**src/rtl/rld_pkg.sv**
```systemverilog
// Shared types and constants for the run-length RGB565 line decoder.
// No dependencies; imported by every module of the block.
`default_nettype none

package rld_pkg;

  // Default limits on the usable image size.
  localparam int MAX_WIDTH_DEF  = 4096;
  localparam int MAX_HEIGHT_DEF = 4096;

  // Result kinds.
  localparam logic [1:0] KIND_CTRL    = 2'd0;
  localparam logic [1:0] KIND_PIXEL   = 2'd1;
  localparam logic [1:0] KIND_DROP    = 2'd2;
  localparam logic [1:0] KIND_IGNORED = 2'd3;

  // Input beat.
  typedef struct packed {
    logic [15:0] code_word;
    logic        restart;
  } rld_in_t;

  // Decoded pixel beat, before the frame address is formed.
  typedef struct packed {
    logic [1:0]  kind;
    logic [11:0] row;
    logic [11:0] column;
    logic [7:0]  red;
    logic [7:0]  green;
    logic [7:0]  blue;
    logic        line_end;
    logic        image_end;
  } rld_pix_t;

  // Result beat.
  typedef struct packed {
    logic [1:0]  kind;
    logic [25:0] byte_address;
    logic [11:0] row;
    logic [11:0] column;
    logic [7:0]  red;
    logic [7:0]  green;
    logic [7:0]  blue;
    logic        line_end;
    logic        image_end;
  } rld_out_t;

endpackage

`default_nettype wire

```
**src/rtl/rld_decode.sv**
```systemverilog
// Line-code parser: holds the decoder state and the first pipeline register.
// Depends on rld_pkg for the beat types and result kinds.
`default_nettype none

module rld_decode (
  input  wire logic              clk,
  input  wire logic              rst_n,
  input  wire logic              load,
  input  wire rld_pkg::rld_in_t  item,
  input  wire logic [11:0]       eff_w,
  input  wire logic [11:0]       eff_h,
  output rld_pkg::rld_pix_t      pix_r
);
  import rld_pkg::*;

  typedef enum logic [2:0] {
    PH_CODE,
    PH_FULL,
    PH_BLANK,
    PH_COUNT,
    PH_RUN
  } phase_t;

  phase_t      phase_r, phase_nxt;
  logic [11:0] line_r, line_nxt;
  logic [15:0] col_r, col_nxt;
  logic [15:0] pairs_r, pairs_nxt;
  logic [15:0] pix_left_r, pix_left_nxt;
  rld_pix_t    pix_nxt;

  logic        emit;
  logic        pair_done;
  logic        line_done;
  logic [16:0] blank_sum;
  logic [15:0] word;

  assign word = item.code_word;

  // Next state and decoded beat for the word on the input.
  always_comb begin
    phase_nxt    = phase_r;
    line_nxt     = line_r;
    col_nxt      = col_r;
    pairs_nxt    = pairs_r;
    pix_left_nxt = pix_left_r;
    pix_nxt      = '0;
    emit         = 1'b0;
    pair_done    = 1'b0;
    line_done    = 1'b0;
    blank_sum    = '0;

    // A restart clears the decoder before this word is taken as a line code.
    if (item.restart) begin
      phase_nxt    = PH_CODE;
      line_nxt     = '0;
      col_nxt      = '0;
      pairs_nxt    = '0;
      pix_left_nxt = '0;
    end

    case (phase_nxt)
      PH_CODE: begin
        if (line_nxt >= eff_h) begin
          pix_nxt.kind = KIND_IGNORED;
        end else begin
          col_nxt = '0;
          if (word == 16'd0) begin
            line_done = 1'b1;
          end else if (word == 16'd1) begin
            pix_left_nxt = {4'b0, eff_w};
            if (eff_w == 12'd0) begin
              line_done = 1'b1;
            end else begin
              phase_nxt = PH_FULL;
            end
          end else begin
            pairs_nxt = word - 16'd1;
            phase_nxt = PH_BLANK;
          end
        end
      end
      PH_FULL: begin
        emit         = 1'b1;
        pix_left_nxt = pix_left_nxt - 16'd1;
        line_done    = (pix_left_nxt == 16'd0);
      end
      PH_BLANK: begin
        blank_sum = {1'b0, col_nxt} + {1'b0, word};
        col_nxt   = blank_sum[16] ? 16'hFFFF : blank_sum[15:0];
        phase_nxt = PH_COUNT;
      end
      PH_COUNT: begin
        pix_left_nxt = word;
        if (word == 16'd0) begin
          pair_done = 1'b1;
        end else begin
          phase_nxt = PH_RUN;
        end
      end
      PH_RUN: begin
        emit         = 1'b1;
        pix_left_nxt = pix_left_nxt - 16'd1;
        pair_done    = (pix_left_nxt == 16'd0);
      end
      default: begin
        phase_nxt    = PH_CODE;
        line_nxt     = '0;
        col_nxt      = '0;
        pairs_nxt    = '0;
        pix_left_nxt = '0;
        pix_nxt.kind = KIND_IGNORED;
      end
    endcase

    // Pixel word: written when inside the line, otherwise dropped.
    if (emit) begin
      pix_nxt.row = eff_h - 12'd1 - line_nxt;
      if (col_nxt < {4'b0, eff_w}) begin
        pix_nxt.kind   = KIND_PIXEL;
        pix_nxt.column = col_nxt[11:0];
        pix_nxt.red    = {word[15:11], 3'b000};
        pix_nxt.green  = {word[10:5], 2'b00};
        pix_nxt.blue   = {word[4:0], 3'b000};
      end else begin
        pix_nxt.kind   = KIND_DROP;
        pix_nxt.column = (|col_nxt[15:12]) ? 12'hFFF : col_nxt[11:0];
      end
      if (col_nxt != 16'hFFFF) begin
        col_nxt = col_nxt + 16'd1;
      end
    end

    // End of a blank/pixel pair.
    if (pair_done) begin
      pairs_nxt = pairs_nxt - 16'd1;
      if (pairs_nxt == 16'd0) begin
        line_done = 1'b1;
      end else begin
        phase_nxt = PH_BLANK;
      end
    end

    // End of a line.
    if (line_done) begin
      pix_nxt.line_end  = 1'b1;
      pix_nxt.image_end = (({1'b0, line_nxt} + 13'd1) >= {1'b0, eff_h});
      if (line_nxt != 12'hFFF) begin
        line_nxt = line_nxt + 12'd1;
      end
      col_nxt      = '0;
      pairs_nxt    = '0;
      pix_left_nxt = '0;
      phase_nxt    = PH_CODE;
    end
  end

  // Decoder state and the decoded beat register.
  always_ff @(posedge clk) begin
    if (!rst_n) begin
      phase_r    <= PH_CODE;
      line_r     <= '0;
      col_r      <= '0;
      pairs_r    <= '0;
      pix_left_r <= '0;
    end else if (load) begin
      phase_r    <= phase_nxt;
      line_r     <= line_nxt;
      col_r      <= col_nxt;
      pairs_r    <= pairs_nxt;
      pix_left_r <= pix_left_nxt;
      pix_r      <= pix_nxt;
    end
  end

endmodule

`default_nettype wire

```
**src/rtl/rld_addr.sv**
```systemverilog
// Frame address stage: forms the padded bottom-up byte address and holds
// the result register. Depends on rld_pkg for the beat types.
`default_nettype none

module rld_addr (
  input  wire logic              clk,
  input  wire logic              load,
  input  wire rld_pkg::rld_pix_t pix,
  input  wire logic [11:0]       eff_w,
  output rld_pkg::rld_out_t      out_r
);
  import rld_pkg::*;

  logic [13:0] stride_raw;
  logic [13:0] stride;
  logic [25:0] row_base;
  logic [13:0] col_off;
  logic [26:0] addr_sum;
  rld_out_t    out_nxt;

  // Row stride is three bytes per pixel rounded up to a multiple of four.
  assign stride_raw = {2'b00, eff_w} + {1'b0, eff_w, 1'b0} + 14'd3;
  assign stride     = {stride_raw[13:2], 2'b00};
  assign row_base   = {14'b0, pix.row} * {12'b0, stride};
  assign col_off    = {2'b00, pix.column} + {1'b0, pix.column, 1'b0};
  assign addr_sum   = {1'b0, row_base} + {13'b0, col_off};

  always_comb begin
    out_nxt.kind         = pix.kind;
    out_nxt.byte_address = (pix.kind == KIND_PIXEL) ? addr_sum[25:0] : 26'd0;
    out_nxt.row          = pix.row;
    out_nxt.column       = pix.column;
    out_nxt.red          = pix.red;
    out_nxt.green        = pix.green;
    out_nxt.blue         = pix.blue;
    out_nxt.line_end     = pix.line_end;
    out_nxt.image_end    = pix.image_end;
  end

  // Result register.
  always_ff @(posedge clk) begin
    if (load) begin
      out_r <= out_nxt;
    end
  end

endmodule

`default_nettype wire

```
**src/rtl/run_length_rgb565_line_decoder.sv**
```systemverilog
// Run-length RGB565 line decoder, top level. Uses rld_pkg, rld_decode, rld_addr.
//
// The input channel (in_valid/in_ready/in_data) takes one 16-bit stream word
// per beat: a line code, a blank count, a pixel count or an RGB565 pixel,
// with a restart flag that returns the decoder to the first line. For every
// input beat exactly one result beat leaves on out_valid/out_ready/out_data:
// a control word, a pixel write with row, column and byte address, a dropped
// pixel past the line width, or a word ignored after the image end.
// Throughput is one word per cycle while the receiver does not stall. The
// accepting edge loads the line-code parser register; the address multiply
// is then loaded into the result register, from which the result leaves.
// If the receiver stalls, the result and the parsed word behind it hold
// their registers and in_ready drops once both are full. The width and
// height registers sit on an APB-style port at byte addresses 0 and 4; they
// reset to 1. Reset also returns the decoder to the first line expecting a
// line code and empties the pipeline.
`default_nettype none

module run_length_rgb565_line_decoder #(
  parameter int MAX_WIDTH  = rld_pkg::MAX_WIDTH_DEF,
  parameter int MAX_HEIGHT = rld_pkg::MAX_HEIGHT_DEF
) (
  input  wire logic             clk,
  input  wire logic             rst_n,
  input  wire logic             in_valid,
  output logic                  in_ready,
  input  wire rld_pkg::rld_in_t in_data,
  output logic                  out_valid,
  input  wire logic             out_ready,
  output rld_pkg::rld_out_t     out_data,
  input  wire logic             psel,
  input  wire logic             penable,
  input  wire logic             pwrite,
  input  wire logic [2:0]       paddr,
  input  wire logic [31:0]      pwdata,
  output logic [31:0]           prdata,
  output logic                  pready
);
  import rld_pkg::*;

  localparam logic REG_WIDTH  = 1'b0;
  localparam logic REG_HEIGHT = 1'b1;

  logic [11:0] width_r;
  logic [11:0] height_r;
  logic [11:0] eff_w;
  logic [11:0] eff_h;
  logic        cfg_write;

  logic        s1_v_r, s1_v_nxt;
  logic        s2_v_r, s2_v_nxt;
  logic        in_fire;
  logic        s2_load;
  rld_pix_t    pix;

  // Configuration registers.
  assign pready    = 1'b1;
  assign cfg_write = psel && penable && pwrite && pready;

  always_ff @(posedge clk) begin
    if (!rst_n) begin
      width_r  <= 12'd1;
      height_r <= 12'd1;
    end else if (cfg_write) begin
      if (paddr[2] == REG_WIDTH) begin
        width_r <= pwdata[11:0];
      end else begin
        height_r <= pwdata[11:0];
      end
    end
  end

  assign prdata = (paddr[2] == REG_HEIGHT) ? {20'b0, height_r} : {20'b0, width_r};

  // Usable size, limited below the configured maximum.
  assign eff_w = (32'(width_r) >= 32'(MAX_WIDTH)) ? 12'(MAX_WIDTH - 1) : width_r;
  assign eff_h = (32'(height_r) >= 32'(MAX_HEIGHT)) ? 12'(MAX_HEIGHT - 1) : height_r;

  // Two-stage pipeline flow control.
  assign s2_load  = s1_v_r && (!s2_v_r || out_ready);
  assign in_ready = !s1_v_r || s2_load;
  assign in_fire  = in_valid && in_ready;

  assign s1_v_nxt = in_fire ? 1'b1 : (s2_load ? 1'b0 : s1_v_r);
  assign s2_v_nxt = s2_load ? 1'b1 : (out_ready ? 1'b0 : s2_v_r);

  always_ff @(posedge clk) begin
    if (!rst_n) begin
      s1_v_r <= 1'b0;
      s2_v_r <= 1'b0;
    end else begin
      s1_v_r <= s1_v_nxt;
      s2_v_r <= s2_v_nxt;
    end
  end

  assign out_valid = s2_v_r;

  rld_decode u_decode (
    .clk   (clk),
    .rst_n (rst_n),
    .load  (in_fire),
    .item  (in_data),
    .eff_w (eff_w),
    .eff_h (eff_h),
    .pix_r (pix)
  );

  rld_addr u_addr (
    .clk   (clk),
    .load  (s2_load),
    .pix   (pix),
    .eff_w (eff_w),
    .out_r (out_data)
  );

`ifndef SYNTHESIS
  // A written pixel always lies inside the line.
  a_pixel_in_line: assert property (@(posedge clk) disable iff (!rst_n)
    out_valid && (out_data.kind == KIND_PIXEL) |-> (out_data.column < eff_w))
    else $error("pixel write past the line width");

  // The image can only end where a line ends.
  a_image_end_line: assert property (@(posedge clk) disable iff (!rst_n)
    out_valid && out_data.image_end |-> out_data.line_end)
    else $error("image end without line end");

  // Words after the image end carry nothing.
  a_ignored_clean: assert property (@(posedge clk) disable iff (!rst_n)
    out_valid && (out_data.kind == KIND_IGNORED) |->
      (out_data.byte_address == 26'd0) && !out_data.line_end && !out_data.image_end)
    else $error("ignored word carries data");

  // A parsed word that cannot move on stays in the first stage.
  a_s1_hold: assert property (@(posedge clk) disable iff (!rst_n)
    s1_v_r && !s2_load |=> s1_v_r)
    else $error("parsed word lost in the pipeline");
`endif

endmodule

`default_nettype wire
```
**config.mk**
```make
export PLATFORM = sky130hd
export DESIGN_NAME = run_length_rgb565_line_decoder
export DESIGN_NICKNAME = d
export VERILOG_FILES = /design/src/rtl/rld_pkg.sv /design/src/rtl/rld_decode.sv /design/src/rtl/rld_addr.sv /design/src/rtl/run_length_rgb565_line_decoder.sv
export SDC_FILE = /design/constraint.sdc
export NUM_CORES = 1
export LEC_CHECK = 0
export ABC_AREA = 1
export BUFFER_PORTS_ARGS = -buffer_cell sky130_fd_sc_hd__buf_2
export CAP_MARGIN = 30
export CELL_PAD_IN_SITES_DETAIL_PLACEMENT = 0
export CELL_PAD_IN_SITES_GLOBAL_PLACEMENT = 1
export CORE_ASPECT_RATIO = 1.25
export CORE_UTILIZATION = 49
export DETAILED_ROUTE_END_ITERATION = 6
export PLACE_DENSITY = 0.95
export SLEW_MARGIN = 20
export SYNTH_ARGS = -nofsm -noshare
export SYNTH_HDL_FRONTEND = slang
export SYNTH_HIERARCHICAL = 1
export SYNTH_SLANG_ARGS = --single-unit
```
**constraint.sdc**
```tcl
create_clock -name clk -period 15.6 [get_ports clk]
set_input_delay 4.68 -clock clk [delete_from_list [all_inputs] [get_ports clk]]
set_output_delay 4.68 -clock clk [all_outputs]
set_load 0.01 [all_outputs]
```
==> reports/metrics.yaml, run 1 <==
fin_nets: 3343
hp-class: "reg2reg"
die_y_um: 234
total_leakage_power_nw: 11.4
post-place-ws_ns: 5.30
io_buffer_count: 128
powerDensity_nw_per_um2: 87.3
drive_above_1_share_pct: 10.8
r2r_cells: 40
clockRootBuffer: "clkbuf_16"
wl_per_cell_um: 15.8
grt_pass1_wl_um: 91500
yosysTopAreaCell: "edfxtp_1"
via_per_inst: 5.31
yosys_warnings: 6
synth_edf_count: 122
slew_violations: 0
timing.final.crit_period_ns: 10.32
placementRows: 84
track_usage_pct: 25.9
ff2ff_setup_slack_ns: 7.18
critPathArrivalTime_ns: 5.64
syn_inst: 2915
hold_end: "u_addr/out_r[9]"
ir_worst_vdd_uv: 92.9
synthFlopType: "edfxtp_1"
period_share_pct: 66.2
relSlewSlack_pct: 39.2
synth_area_leaders: "edfxtp_1, nand2_1, fa_1"
clock_sinks: 211
yosys.cell_types.count: 65
path_max_fanout: 26
switching_share_pct: 40.0
die_w_um: 187
synth-seq-cells: 211
syn2layout_area_growth_pct: 8.08
wl_um: 56400
antenna_found_initial: 0
cts_tree: "done"
worst-setup-path-type: "in2out"
cts_buffer_depth: 3
first_pass_iters: 6
cts_hold_buf: 0
grt_max_degree: 77
io_pins: 172
fin_setup_tns_ns: 0
cts.clk_slew.worst_paths_ns: 0.06
clk-insertion-delay-late_ns: 0.56
antenna_left: 0
tritoncts.num_buffers: 26
power.internal_w: 0.00119
dpl.hpwl_um: 43900
drt_iter0_drc: 1179
diodes: 0
setup_ws_ns: 5.28
core_um2: 42100
drv_cap: 0
status: "finished clean"
grt_pass1_vias: 18438
critPathRequiredTime_ns: 10.92
power_switching_w: 0.000794
synth_area_per_cell_um2: 7.21
mostFrequentLayoutCells: "nand2_1, inv_1, nor2_1, nand3_1, ha_1"
worstMarginPinSlew_ns: 0.910
place_congestion: 0.978
ctsResizeCount: 0
hold_depth: 0
start_kind: "primary input"
initial_core_util_pct: 49.9
comb_power_share_pct: 39.2
final_common_cell: "nand2_1"
htreeDepth: 1
synthArstFlopShare_pct: 0
seq_area_frac_synth_pct: 25.9
grt_remaining_overflow: 0
holdCritStartpoint: "u_decode/pix_r[9]"
synth_top_cell_area_share_pct: 17.4
setup_viol: 0
fmax_mhz: 96.9
num_vias: 19024
rsz0062_at_grt: "no"
seqPwrFrac_pct: 32.4
syn_area_um2: 21000
die_area_um2: 43800
r2r_start: "eff_w[2]"
final_util_pct: 53.9
power_frac_clock_pct: 28.4
final.setup_skew_ns: 0.0266
remaining_drc_errors: 0
hold_viol_final: 0
end_kind: "primary output"
rr_endpoint: "u_addr/out_r[75]"
post_cts_buffers: 0
[worst max-delay path, cell delays in order]
cell and delay (ns):
buf_2 0.40, inv_4 0.21, nand2_1 0.12, nand2_1 0.08
buf_2 0.14
[Yosys cell counts (all sizes together) (20+ instances only)]
| cell type | instances |
|---|---|
| clkbuf | 27 |
| nor2 | 323 |
| or2 | 20 |
| ha | 168 |
| nand4 | 27 |
| nor3 | 20 |
| edfxtp | 122 |
| o21ai | 113 |
| a21oi | 167 |
| xor2 | 35 |
| nand2 | 789 |
| buf | 74 |
| fa | 113 |
| xnor2 | 20 |
| nand3 | 211 |
| dfxtp | 89 |
| inv | 489 |
[how the worst max path moves through the flow]
stage	start	endpoint	slack, ns	cells after the start
2_1_floorplan	paddr[2]	prdata[2]	5.71	5
3_3_place_gp	paddr[2]	prdata[3]	5.30	5
3_5_place_dp	paddr[2]	prdata[7]	5.30	5
4_1_cts	paddr[2]	prdata[7]	5.30	5
5_1_grt	paddr[2]	prdata[1]	5.20	5
6_report	paddr[2]	prdata[7]	5.28	5
[power by group through the flow]
stage | clock network [W] | registers, W | logic [W]
after floorplan | 0 | 0.000654 | 0.000589
final | 0.000564 | 0.000642 | 0.000778
after detailed placement | 0 | 0.000655 | 0.000769
after global placement | 0 | 0.000653 | 0.000754
after CTS | 0.000578 | 0.000643 | 0.000774
after global routing | 0.000599 | 0.000645 | 0.000884
[logic make-up (layout without fill, tap and decap cells)]
kind of cell               count (synthesis)  in the layout  synth area share (%)
buffers and inverters                    599            680                  11.9
DFF                                      211            211                  25.9
and+or+nand+nor                         1409           1409                  29.2
other                                      3             29                0.0535
adders and majority gates                281            281                  20.8
xor gates and xnor gates                  55             55                  2.36
AOI/OAI and AO/OA                        357            357                  9.83
[through the flow]
step | power, W | hold slack, ns | area [um2] | instances
after floorplan | 0.00124 | 0.400 | 21100 | 2941
after global placement | 0.00141 | 0.401 | 21900 | 3532
after detailed placement | 0.00142 | 0.407 | 21900 | 3532
after CTS | 0.00199 | 0.421 | 22700 | 3579
after global routing | 0.00213 | 0.424 | 22700 | 3581
final | 0.00198 | 0.419 | 22700 | 3581
[flip-flops by register name, summed over array words and instances (netlist names)]
signal and flops:
u_decode/pix_left_r 16, out_valid 1, u_decode/col_r 16, eff_w 12, u_decode/pix_r 44, u_decode/pairs_r 16, u_addr/out_r 78, u_decode/phase_r 3
eff_h 12, u_decode/line_r 12, s1_v_r 1
[routing by layer]
layer / vias to the layer above / routed length [um] / global-route usage (%)
met2: 603 / 28700 / 48.5
met5: - / 0 / 0
met1: 8860 / 22500 / 29.2
met3: 155 / 2680 / 2.75
met4: 0 / 2610 / 12.2
li1: 9406 / - / -
[final cells by class]
class	count	area [um2]
clock buffer	30	666
clock inverter	17	126
fill	4075	19400
inverter	498	1880
multi-input combinational	2131	13200
sequential	211	5450
tap	559	699
timing repair buffer	135	726
No activity file was read; power rests on OpenSTA's default activity.
==> run 2: changes to the inputs <==
--- a/config.mk
+++ b/config.mk
@@ -11,9 +11,9 @@
 export CELL_PAD_IN_SITES_DETAIL_PLACEMENT = 0
 export CELL_PAD_IN_SITES_GLOBAL_PLACEMENT = 1
 export CORE_ASPECT_RATIO = 1.25
-export CORE_UTILIZATION = 49
+export CORE_UTILIZATION = 46
 export DETAILED_ROUTE_END_ITERATION = 6
-export PLACE_DENSITY = 0.95
+export PLACE_DENSITY = 0.93
 export SLEW_MARGIN = 20
 export SYNTH_ARGS = -nofsm -noshare
 export SYNTH_HDL_FRONTEND = slang
==> constraint.sdc (replaced) <==
create_clock -name clk -period 10.05 [get_ports clk]
set_input_delay 3.015 -clock clk [delete_from_list [all_inputs] [get_ports clk]]
set_output_delay 3.015 -clock clk [all_outputs]
set_load 0.01 [all_outputs]
==> reports/metrics.yaml, run 2 (synthesis gave the netlist of run 1 again) <==
status: "finished with violations"
violations: "design-rule violations"
slew_violations: 0  # unchanged
powerDensity_nw_per_um2: 137  # +57%
fmax_mhz: 120
cts_buffer_depth: 3  # unchanged
io_buffer_count: 128  # unchanged
final_common_cell: "nand2_1"
drive_above_1_share_pct: 10.7  # -0.092 points
hold_viol_final: 0  # unchanged
wl_um: 57800  # +2.5%
fin_setup_tns_ns: 0  # unchanged
drt_iter0_drc: 1056  # -10%
relSlewSlack_pct: 38.0  # -1.2 points
critPathMaxStageDelay_ns: 0.57  # +0.17 ns
switching_share_pct: 39.1  # -0.91 points
grt_pass1_vias: 18300  # -0.75%
period_share_pct: 83.0
post_cts_buffers: 0  # unchanged
crit_path_top_delay_cell: "dfxtp_1"
r2r_start: "eff_w[2]"
critPathArrivalTime_ns: 8.63  # +2.99 ns
hp-class: "reg2reg"
die_w_um: 193  # +3.2%
r2r_cells: 36  # -10%
finalPower_w: 0.00312  # +57%
worstMarginPinSlew_ns: 0.927  # +0.0163 ns
wl_per_cell_um: 16.1  # +2.0%
hold_depth: 0  # unchanged
ir_worst_vdd_uv: 122  # +32%
worst-path-buf-inv: 5  # +2
core_um2: 45100  # +6.9%
hold_end: "u_addr/out_r[23]"
grt_pass1_wl_um: 92800  # +1.4%
dpl.hpwl_um: 46100  # +5.1%
remaining_drc_errors: 20  # +20
cts_hold_buf: 0  # unchanged
path_max_fanout: 9  # -65%
die_area_um2: 46600  # +6.5%
nFillCells: 4509  # +11%
mostFrequentLayoutCells: "nand2_1, inv_1, nor2_1, nand3_1, ha_1"
power_frac_clock_pct: 29.0  # +0.6 points
top_register: "u_addr/out_r"
num_vias: 18784  # -1.3%
crit_start: "eff_w[2]"
ff2ff_setup_slack_ns: 1.71  # -5.47 ns
io_pins: 172  # unchanged
power.internal_w: 0.00190  # +59%
worst-setup-path-type: "reg2reg"
total_leakage_power_nw: 11.5  # +0.20%
comb_power_share_pct: 39.0  # -0.2 points
largest_register_ff_count: 78  # unchanged
holdCritStartpoint: "u_decode/pix_r[23]"
fin_nets: 3342  # -0.030%
antenna_found_initial: 1  # +1
die_y_um: 241  # +3.2%
place_congestion: 0.914  # -6.6%
critPathRequiredTime_ns: 10.34  # -0.58 ns
track_usage_pct: 24.6  # -1.2 points
clock_sinks: 211  # unchanged
top_regs: "u_addr/out_r: 78 flops, u_decode/pix_r: 44 flops"
power_switching_w: 0.00122  # +53%
clk-insertion-delay-late_ns: 0.55  # about the same
ctsResizeCount: 0  # unchanged
setup_viol: 0  # unchanged
syn2layout_area_growth_pct: 8.32
first_pass_iters: 7  # +1
antenna_left: 0  # unchanged
drv_cap: 0  # unchanged
timing.final.crit_period_ns: 8.34
cp_top_family: "adder cells"
seqPwrFrac_pct: 32.0  # -0.4 points
htreeDepth: 1  # unchanged
cts.clk_slew.worst_paths_ns: 0.06  # about the same
tritoncts.num_buffers: 24  # -7.7%
path_common_cell: "nand2_1"
start_kind: "flop"
via_per_inst: 5.22  # -1.8%
clockRootBuffer: "clkbuf_16"
rr_endpoint: "u_addr/out_r[75]"
grt_max_degree: 72  # -6.5%
rsz0062_at_grt: "no"
final.setup_skew_ns: 0.0160  # -0.0106 ns
end_kind: "flop"
initial_core_util_pct: 46.7  # -3.2 points
cts_tree: "done"
placementRows: 87  # +3.6%
grt_remaining_overflow: 0  # unchanged
run 2: cell count changes in the layout (fill, tap and decap cells not counted), sizes merged:
| cell | delta |
|---|---|
| diode | +1 |
| clkinvlp | -3 |
| buf | +1 |
| inv | -3 |
| clkbuf | -2 |
| bufinv | +3 |
| clkinv | +2 |
run 2: final cells by class:
type	instances	area, um2	area share [%]
diodes	1	2.50	0.0110
clock buffers	28	637	2.80
clock inverters	16	165	0.725
flip-flops and latches	211	5450	23.9
multi-input cells	2131	13200	57.9
inverters	498	1880	8.25
well taps	578	723	3.17
repair buffers	136	741	3.25
run 2: how the worst max path moves through the flow:
stage,endpoint,cells past startpoint,slack [ns]
2_1_floorplan,u_addr/out_r[0],2,2.68
3_3_place_gp,u_decode/pix_r[13],22,1.70
3_5_place_dp,u_decode/pix_r[13],22,1.62
4_1_cts,u_addr/out_r[75],36,1.80
5_1_grt,u_addr/out_r[75],39,1.22
6_report,u_addr/out_r[75],36,1.71
run 2: stage by stage:
stage / std cells / hold WS, ns / utilization [%] / area, um2 / worst slack [ns]
final: 3599 / 0.414 / 50.5 / 22800 / 1.71
after global routing: 3598 / 0.421 / 50.5 / 22800 / 1.22
after CTS: 3596 / 0.416 / 50.4 / 22700 / 1.80
after detailed placement: 3552 / 0.405 / 48.7 / 21900 / 1.62
after global placement: 3551 / 0.403 / 48.6 / 21900 / 1.70
after floorplan: 2941 / 0.400 / - / 21100 / 2.68
run 2: metal layers:
metal  vias up  share of wire, %  track usage [%]
li1       9391                 -                -
met1      8806                40             27.8
met2       480                52             47.7
met3       105               4.2             2.36
met4         2               3.4             9.62
met5         -             0.021                0
run 2: power groups by stage:
stage,Combinational (W),Clock (W),Sequential (W)
CTS,0.00121,0.000930,0.000998
global placement,0.00118,0,0.00101
floorplan,0.000914,0,0.00102
detailed placement,0.00121,0,0.00102
global route,0.00138,0.000958,0.00100
finish,0.00122,0.000903,0.000997
